## config.mk

```make
export PLATFORM = sky130hd
export DESIGN_NAME = vsts_ctrl
export DESIGN_NICKNAME = d
export VERILOG_FILES = /design/src/hdl/vsts_pkg.sv /design/src/hdl/vsts_ctrl.sv
export SDC_FILE = /design/constraint.sdc
export NUM_CORES = 1
export LEC_CHECK = 0
export ABC_AREA = 1
export BUFFER_PORTS_ARGS = -buffer_cell sky130_fd_sc_hd__buf_2
export CAP_MARGIN = 10
export CORE_UTILIZATION = 29
export CTS_BUF_LIST = sky130_fd_sc_hd__clkbuf_8
export DETAILED_ROUTE_END_ITERATION = 8
export PLACE_DENSITY = 0.58
export SLEW_MARGIN = 20
export SYNTH_ARGS = -nofsm -noshare
export SYNTH_HDL_FRONTEND = slang
export SYNTH_SLANG_ARGS = --single-unit
```

## constraint.sdc

```tcl
create_clock -name clk -period 3.3 [get_ports clk]
set_clock_uncertainty 0.2 [all_clocks]
set_input_delay 0.165 -clock clk [delete_from_list [all_inputs] [get_ports clk]]
set_output_delay 0.165 -clock clk [all_outputs]
set_load 0.02 [all_outputs]
```

## src/hdl/vsts_pkg.sv

```systemverilog
// Shared types and constants of the rotated trilinear volume sampler.
`default_nettype none
package vsts_pkg;

  localparam int MAX_SIDE    = 32;
  localparam int SIDE_W      = 6;
  localparam int IDX_W       = 5;
  localparam int VOXEL_COUNT = 32768;
  localparam int ADDR_W      = 15;
  localparam int VAL_W       = 32;
  localparam int COORD_W     = 16;
  localparam int QUAT_W      = 16;
  localparam int TERM_W      = 18;
  localparam int STEP_W      = 6;
  localparam int CFG_IDX_W   = 3;
  localparam int CFG_DATA_W  = 16;

  localparam logic [CFG_IDX_W-1:0] REG_QUAT_W = 3'd0;
  localparam logic [CFG_IDX_W-1:0] REG_QUAT_I = 3'd1;
  localparam logic [CFG_IDX_W-1:0] REG_QUAT_J = 3'd2;
  localparam logic [CFG_IDX_W-1:0] REG_QUAT_K = 3'd3;
  localparam logic [CFG_IDX_W-1:0] REG_SIDE_X = 3'd4;
  localparam logic [CFG_IDX_W-1:0] REG_SIDE_Y = 3'd5;
  localparam logic [CFG_IDX_W-1:0] REG_SIDE_Z = 3'd6;

  localparam logic MODE_WRITE  = 1'b0;
  localparam logic MODE_SAMPLE = 1'b1;

  localparam logic [STEP_W-1:0] REBUILD_LAST = 6'd10;
  localparam logic [STEP_W-1:0] ROT_LAST     = 6'd8;
  localparam logic [STEP_W-1:0] CORNER_LAST  = 6'd7;
  localparam logic [STEP_W-1:0] DIV_LAST     = 6'd31;

  localparam logic [VAL_W-1:0] NO_DATA_VALUE = 32'hFFFF_0000;
  localparam logic [VAL_W-1:0] SAT_VALUE     = 32'h7FFF_FFFF;

  typedef enum logic [3:0] {
    ST_REBUILD,
    ST_IDLE,
    ST_ROTATE,
    ST_AXIS,
    ST_CORNER_RD,
    ST_CORNER_MUL,
    ST_CORNER_WT,
    ST_CORNER_ACC,
    ST_DIV_INIT,
    ST_DIVIDE,
    ST_OUT
  } vsts_state_t;

  typedef struct packed {
    logic              accept_write;
    logic              accept_sample;
    logic              cfg_we;
    logic              reb_mul;
    logic              reb_fin;
    logic              rot_mac;
    logic              axis_calc;
    logic              corner_rd;
    logic              corner_mul;
    logic              corner_wt;
    logic              corner_acc;
    logic              div_init;
    logic              div_step;
    logic [STEP_W-1:0] step;
  } vsts_cmd_t;

  typedef struct packed {
    logic bad;
    logic wsum_zero;
    logic corner_active;
  } vsts_stat_t;

endpackage
`default_nettype wire

```

## src/hdl/vsts_ctrl.sv

```systemverilog
// Sequencer of the sampler: rebuild, rotation, corner walk and division.
`default_nettype none
module vsts_ctrl
  import vsts_pkg::*;
(
  input  wire logic                 clk,
  input  wire logic                 rst,
  input  wire logic                 start,
  input  wire logic                 mode,
  input  wire logic                 cfg_valid,
  input  wire logic [CFG_IDX_W-1:0] cfg_index,
  input  wire vsts_stat_t           stat,
  output logic                      busy,
  output logic                      done,
  output logic                      cfg_ready,
  output vsts_cmd_t                 cmd
);

  vsts_state_t       state, state_next;
  logic [STEP_W-1:0] step, step_next;
  logic              cfg_xfer, quat_write;

  assign busy      = (state != ST_IDLE);
  assign done      = (state == ST_OUT);
  assign cfg_ready = (state == ST_IDLE) && !start;
  assign cfg_xfer  = cfg_valid && cfg_ready;
  assign quat_write = (cfg_index == REG_QUAT_W) || (cfg_index == REG_QUAT_I) ||
                      (cfg_index == REG_QUAT_J) || (cfg_index == REG_QUAT_K);

  always_ff @(posedge clk) begin
    if (rst) begin
      state <= ST_REBUILD;
      step  <= '0;
    end else begin
      state <= state_next;
      step  <= step_next;
    end
  end

  always_comb begin
    state_next = state;
    step_next  = step;
    cmd        = '0;
    cmd.step   = step;
    cmd.cfg_we = cfg_xfer;
    case (state)
      ST_REBUILD: begin
        if (step == REBUILD_LAST) begin
          cmd.reb_fin = 1'b1;
          state_next  = ST_IDLE;
          step_next   = '0;
        end else begin
          cmd.reb_mul = 1'b1;
          step_next   = step + 6'd1;
        end
      end
      ST_IDLE: begin
        if (start && (mode == MODE_SAMPLE)) begin
          cmd.accept_sample = 1'b1;
          state_next        = ST_ROTATE;
          step_next         = '0;
        end else if (start) begin
          cmd.accept_write = 1'b1;
        end else if (cfg_xfer && quat_write) begin
          state_next = ST_REBUILD;
          step_next  = '0;
        end
      end
      ST_ROTATE: begin
        cmd.rot_mac = 1'b1;
        if (step == ROT_LAST) begin
          state_next = ST_AXIS;
          step_next  = '0;
        end else begin
          step_next = step + 6'd1;
        end
      end
      ST_AXIS: begin
        cmd.axis_calc = 1'b1;
        state_next    = ST_CORNER_RD;
        step_next     = '0;
      end
      ST_CORNER_RD: begin
        if (stat.bad) begin
          state_next = ST_DIV_INIT;
        end else if (stat.corner_active) begin
          cmd.corner_rd = 1'b1;
          state_next    = ST_CORNER_MUL;
        end else if (step == CORNER_LAST) begin
          state_next = ST_DIV_INIT;
        end else begin
          step_next = step + 6'd1;
        end
      end
      ST_CORNER_MUL: begin
        cmd.corner_mul = 1'b1;
        state_next     = ST_CORNER_WT;
      end
      ST_CORNER_WT: begin
        cmd.corner_wt = 1'b1;
        state_next    = ST_CORNER_ACC;
      end
      ST_CORNER_ACC: begin
        cmd.corner_acc = 1'b1;
        if (step == CORNER_LAST) begin
          state_next = ST_DIV_INIT;
        end else begin
          state_next = ST_CORNER_RD;
          step_next  = step + 6'd1;
        end
      end
      ST_DIV_INIT: begin
        cmd.div_init = 1'b1;
        step_next    = '0;
        if (stat.bad || stat.wsum_zero) begin
          state_next = ST_OUT;
        end else begin
          state_next = ST_DIVIDE;
        end
      end
      ST_DIVIDE: begin
        cmd.div_step = 1'b1;
        if (step == DIV_LAST) begin
          state_next = ST_OUT;
        end else begin
          step_next = step + 6'd1;
        end
      end
      ST_OUT: begin
        state_next = ST_IDLE;
      end
      default: begin
        state_next = ST_IDLE;
        step_next  = '0;
      end
    endcase
  end

`ifndef SYNTHESIS
  a_done_returns_idle: assert property (@(posedge clk) disable iff (rst)
    done |=> !busy) else $error("result strobe not followed by idle");
  a_sample_goes_busy: assert property (@(posedge clk) disable iff (rst)
    (start && !busy && (mode == MODE_SAMPLE)) |=> busy)
    else $error("accepted sample did not start work");
  a_write_stays_idle: assert property (@(posedge clk) disable iff (rst)
    (start && !busy && (mode == MODE_WRITE)) |=> !busy)
    else $error("voxel write made the block busy");
  a_quat_rebuilds: assert property (@(posedge clk) disable iff (rst)
    (cfg_valid && cfg_ready && quat_write) |=> (busy && !done))
    else $error("quaternion write did not rebuild the matrix");
`endif

endmodule
`default_nettype wire

```

**After elaboration in Yosys (flattened, before gate mapping)**

Cells that the tools add are included.

- Muxes and demuxes: 39
- Order comparisons: 0
- Eq/ne operators: 27
- Multiply operators: 0
- Bitwise gates (word level): 1
- Add/sub/neg operators: 1
- Reduce and logical (&&, ||, !) cells: 14
- Shift operators: 0
- Div/mod/pow operators: 0

Operators with widths:

| kind | count |
|---|---|
| $mux W6 | 9 |
| $pmux W6 S7 | 1 |
| $mux W4 | 10 |
| $pmux W4 S10 | 1 |
| $eq A4 B3 Y1 const B | 4 |
| $mux W1 | 15 |
| $eq A4 B4 Y1 const B | 3 |
| $eq A6 B4 Y1 const B | 2 |
| $ne A2 B2 Y1 const B | 6 |
| $reduce_and A6 Y1 | 2 |
| $eq A4 B2 Y1 const B | 2 |
| $add A6 B1 Y6 const B | 1 |
| $eq A3 B2 Y1 const B | 2 |
| $eq A6 B3 Y1 const B | 1 |
| $eq A6 B5 Y1 const B | 1 |
| $mux W2 | 3 |
| $eq A4 B1 Y1 const B | 1 |
| $logic_and A1 B1 Y1 | 4 |
| $logic_not A4 Y1 | 1 |
| $logic_or A1 B1 Y1 | 4 |
| $ne A4 B1 Y1 const B | 1 |
| $ne A4 B4 Y1 const B | 1 |
| $eq A3 B1 Y1 const B | 1 |
| $logic_not A3 Y1 | 1 |
| other kinds (5) | 5 |

- Memories: 0
- Flip-flop bits (word level): 10
- Memory bits (read-only): 0
- Input port bits: 11
- Output and inout port bits: 22
- Memory bits (writable): 0
- Bits in latches: 0
- Logic and storage cells: 84

**Depth between registers and ports, before layout**

- Depth after elaboration: 9
- Gate-level depth with buffers: 11
- Depth with buffers taken out: 11

**Worst setup path before layout**

No wires, ideal clock.

- Path kind: reg2reg
- From: register step[1]
- To: register state[0]
- Buffers on the path: 0
- Setup slack: 1.451 ns
- Cell stages (with the launch flop): 9
- Clock period less this slack: 1.849 ns
- Data required time: 2.987 ns
- Data arrival time: 1.536 ns
- Cells stage by stage: dfxtp_1 ha_1 nand3_1 o21ai_0 nand2_1 nor2_2 nand2_1 nor2_1 nor2_1

- Longest elaborated chain between the ends: 3
- Elaborated cells on any way between the ends: 9
- Classes of those cells: 8 x eq/ne; 1 x reduce/logical

RTL lines:

| item | line | source |
|---|---|---|
| start, declared | vsts_ctrl.sv:20 | `logic [STEP_W-1:0] step, step_next;` |
| start signal, assigned | vsts_ctrl.sv:36 | `step <= step_next;` |
| $eq A6 B3 Y1 (tied with other cells) | vsts_ctrl.sv:89 | `end else if (step == CORNER_LAST) begin` |
| $ne A4 B4 Y1 (no source line) or $ne A2 B2 Y1 (tied branches) | -- |  |
| $reduce_and A6 Y1 (no source line) * | -- |  |
| end signal, assigned | vsts_ctrl.sv:35 | `state <= state_next;` |
| end, declared | vsts_ctrl.sv:19 | `vsts_state_t state, state_next;` |

Mark *: on every way between the ends. The rest lies on a longest branch, timed or not.
A chain may end at the register's enable or synchronous reset.

**Worst setup path in the final report**

Same ends and word-level chain as after synthesis.

==> results.md <==
- Die W: between 60 and 70 µm
- DRT Pass-1 Iters: 4
- Area post-placement: roughly 1200 µm²
- FF-to-FF setup slack: 1.38 ns
- CP endpoint kind: flip-flop
- Outcome: completed
- Nets: 230
- Root buffer cell: clkbuf_8
- EDFF count, synth: 0
- Gr usage total: between 10% and 20%
- Via count: 1179
- Crit Path Max Fanout: 7
- Synth Instances: roughly 180
- H-tree Lvls: 1
- Core area: between 3000 and 4000 µm²
- Worst-path cell chain: ha_1 > nand2_1 > nand3b_1 > nand3_1 > nand2_1 > nor2_2 > nand2_1 > nor2_1 > nor2_1
- Fraction of layout cells with a size suffix above 1: approximately 27%
- Sink Count: 10
- CP Launch Point: step[1]$_SDFFE_PP0P_
- Most common cell on crit path: nand2_1
- Worst Max-Slew Pin Slew: roughly 0.30 ns
- Crit path DAT: 1.86 ns
- DRC Markers: 0
- CP max stage delay: approximately 0.44 ns
- CTS tree: done
- Avg Synthesized Cell Area: between 5 and 6 µm²
- Crit share post-route: between 50% and 60%
- Startpoint Class: flip-flop
- Slew headroom: between 70% and 80%
- Pwr per Cell Area: 484 nW/µm²
- Setup TNS: 0 ns
- Vias/cell: 4.52
- DIE AREA: about 3900 µm²
- Initial antenna violation count: 0
- Post-CTS Setup Inserts: 0
- Max Root-Sink Buffers: 2
- Syn-to-layout area delta: 24.6%
- Number of port buffers: 30
- Crit Path Class: reg2reg
- Synth Register Bits: 10
- HPWL after detailed placement: 2220 µm
- Initial core utilization: a little under a third
- WP data required: between 3 and 4 ns
- Routed len/inst: between 10 and 15 µm
- Total gr overflow: 0
- Crit path max-delay cell type: dfxtp_1
- Die Ht: between 60 and 70 µm
- Finished Cell Area: roughly 1300 µm²
- Unrepaired setup endpoints after global routing: no
- Post-DRT Antenna Nets: 0
- Slew Viols, Final: 0
- Syn nets: between 150 and 200
- Endpoints failing setup: 0
- Primary FF master, synth: dfxtp_1
- Final Critical Period: about 1.9 ns
- Pin count of the biggest net entering global routing: 10
- # diodes: 0
- Ports: 33
- Total of max-cap violations: 0
- # fillers: approximately 380
- Clk_lat worst skew: about 0.24 ns
- HP Class: in2reg
- Fin Hold WS: 0.196 ns
- Min-Delay Startpoint: stat[2]
- Synth warn: 0
- Vias in the first global route: 984
- Num rows: 21
- Total Wirelength: about 2700 µm
- Commonest non-fill, non-tap cell in the layout: nand2_1
- Sequential share of the synthesized area: between 10% and 20%
- Clock-pin slew on the worst setup and hold paths: around 0.06 ns
- First-pass GRT wire length: about 4200 µm
- Most frequent cells in the layout: nand2_1, buf_2, nor2_1
- Achievable Freq: around 520 MHz
- Final core occ: roughly two fifths
- Final hold vios: 0
- Placer's final routability congestion estimate: just under 0.8
- Area of the mapped netlist: 1050 µm²
- Leakage: roughly 0.00076 µW
- CTS Buf Count: 3
- Maximum vdd drop: ~0.00022 V
- Critical R2R Launch: step[1]$_SDFFE_PP0P_
- 1st-iter DRT viols: 30
- Netlist cell types: 25
- Ys async rst share: 0%
- Total power: ~630 µW
where the power goes:
group	switching, µW	total (µW)	internal, µW	leakage (µW)
combinational	187	287	100	0.000646
sequential	41.9	187	145	0.0000814
clock	52.2	157	105	0.0000288
total	281	632	351	0.000756
layout make-up:
cell class	count	area [µm²]	share of cell area [%]
sequential	10	200	15.3
clock buffer	4	55.1	4.22
tap	46	57.6	4.41
timing repair buffer	31	160	12.3
inverter	32	120	9.20
multi-input combinational	138	712	54.6
sequential cells by signal (all words and copies together), names as in the netlist:
signal / count
state: 4
step: 6
path summary, 6_finish.rpt:
check                          endpoint  cells after the start
hold reg to reg    step[4]$_SDFFE_PP0P_                      2
hold / removal    state[2]$_SDFFE_PP0P_                      4
setup reg to reg  state[0]$_SDFFE_PP0P_                      9
setup / recovery  state[0]$_SDFFE_PP0P_                      9
cells in the mapped netlist, types with 2 or more instances:
| cell | count | share of area [%] |
|---|---|---|
| nor2_4 | 3 | 3.2 |
| a21oi_1 | 8 | 3.8 |
| nor2_1 | 28 | 10 |
| nor2_2 | 7 | 4.2 |
| buf_4 | 2 | 1.4 |
| nand3_1 | 20 | 9.6 |
| dfxtp_1 | 10 | 19 |
| inv_1 | 25 | 9.0 |
| nand2_1 | 40 | 14 |
| inv_2 | 7 | 2.5 |
| nor3_1 | 4 | 1.9 |
| nand2_2 | 4 | 2.4 |
| o21ai_0 | 5 | 2.4 |
| nand4_1 | 5 | 3.0 |
| nand2_4 | 2 | 2.2 |
| ha_1 | 3 | 3.6 |
metal layers:
metal / share of wire, % / wire (µm) / GRT usage [%]
met3: 3.3 / 89 / 1.24
met4: 0 / 0 / 3.81
met2: 43 / 1170 / 23.6
met5: 0 / 0 / 0
met1: 54 / 1470 / 21.4
cells by family after synthesis:
| logic type | after synthesis | synth area share, % |
|---|---|---|
| buffers and inverters | 34 | 12.9 |
| flip-flops | 10 | 19.1 |
| AO/OA/AOI/OAI | 16 | 8.00 |
| adder cells (fa/ha/maj) | 3 | 3.58 |
| AND/OR/NAND/NOR | 117 | 54.7 |
| XOR/XNOR | 2 | 1.67 |
through the flow:
step           setup slack, ns  std cells
3_3_place_gp              1.41        256
5_1_grt                   1.16        261
4_1_cts                   1.37        261
3_5_place_dp              1.38        256
2_1_floorplan             1.45        182
6_report                  1.38        261
critical path, delay by kind of cell (launching register included):
family | cells | cell delay [ns]
flops | 1 | 0.44
simple gates | 8 | 0.91
fa+ha+maj | 1 | 0.28
what timing repair did:
item | CTS | global route
setup endpoints to repair | 0 | 0
endpoints found under the hold margin | 5 | 0
hold buffers | 1 | 0
resized for setup | 0 | 0
(Power assumes the default switching activity.)
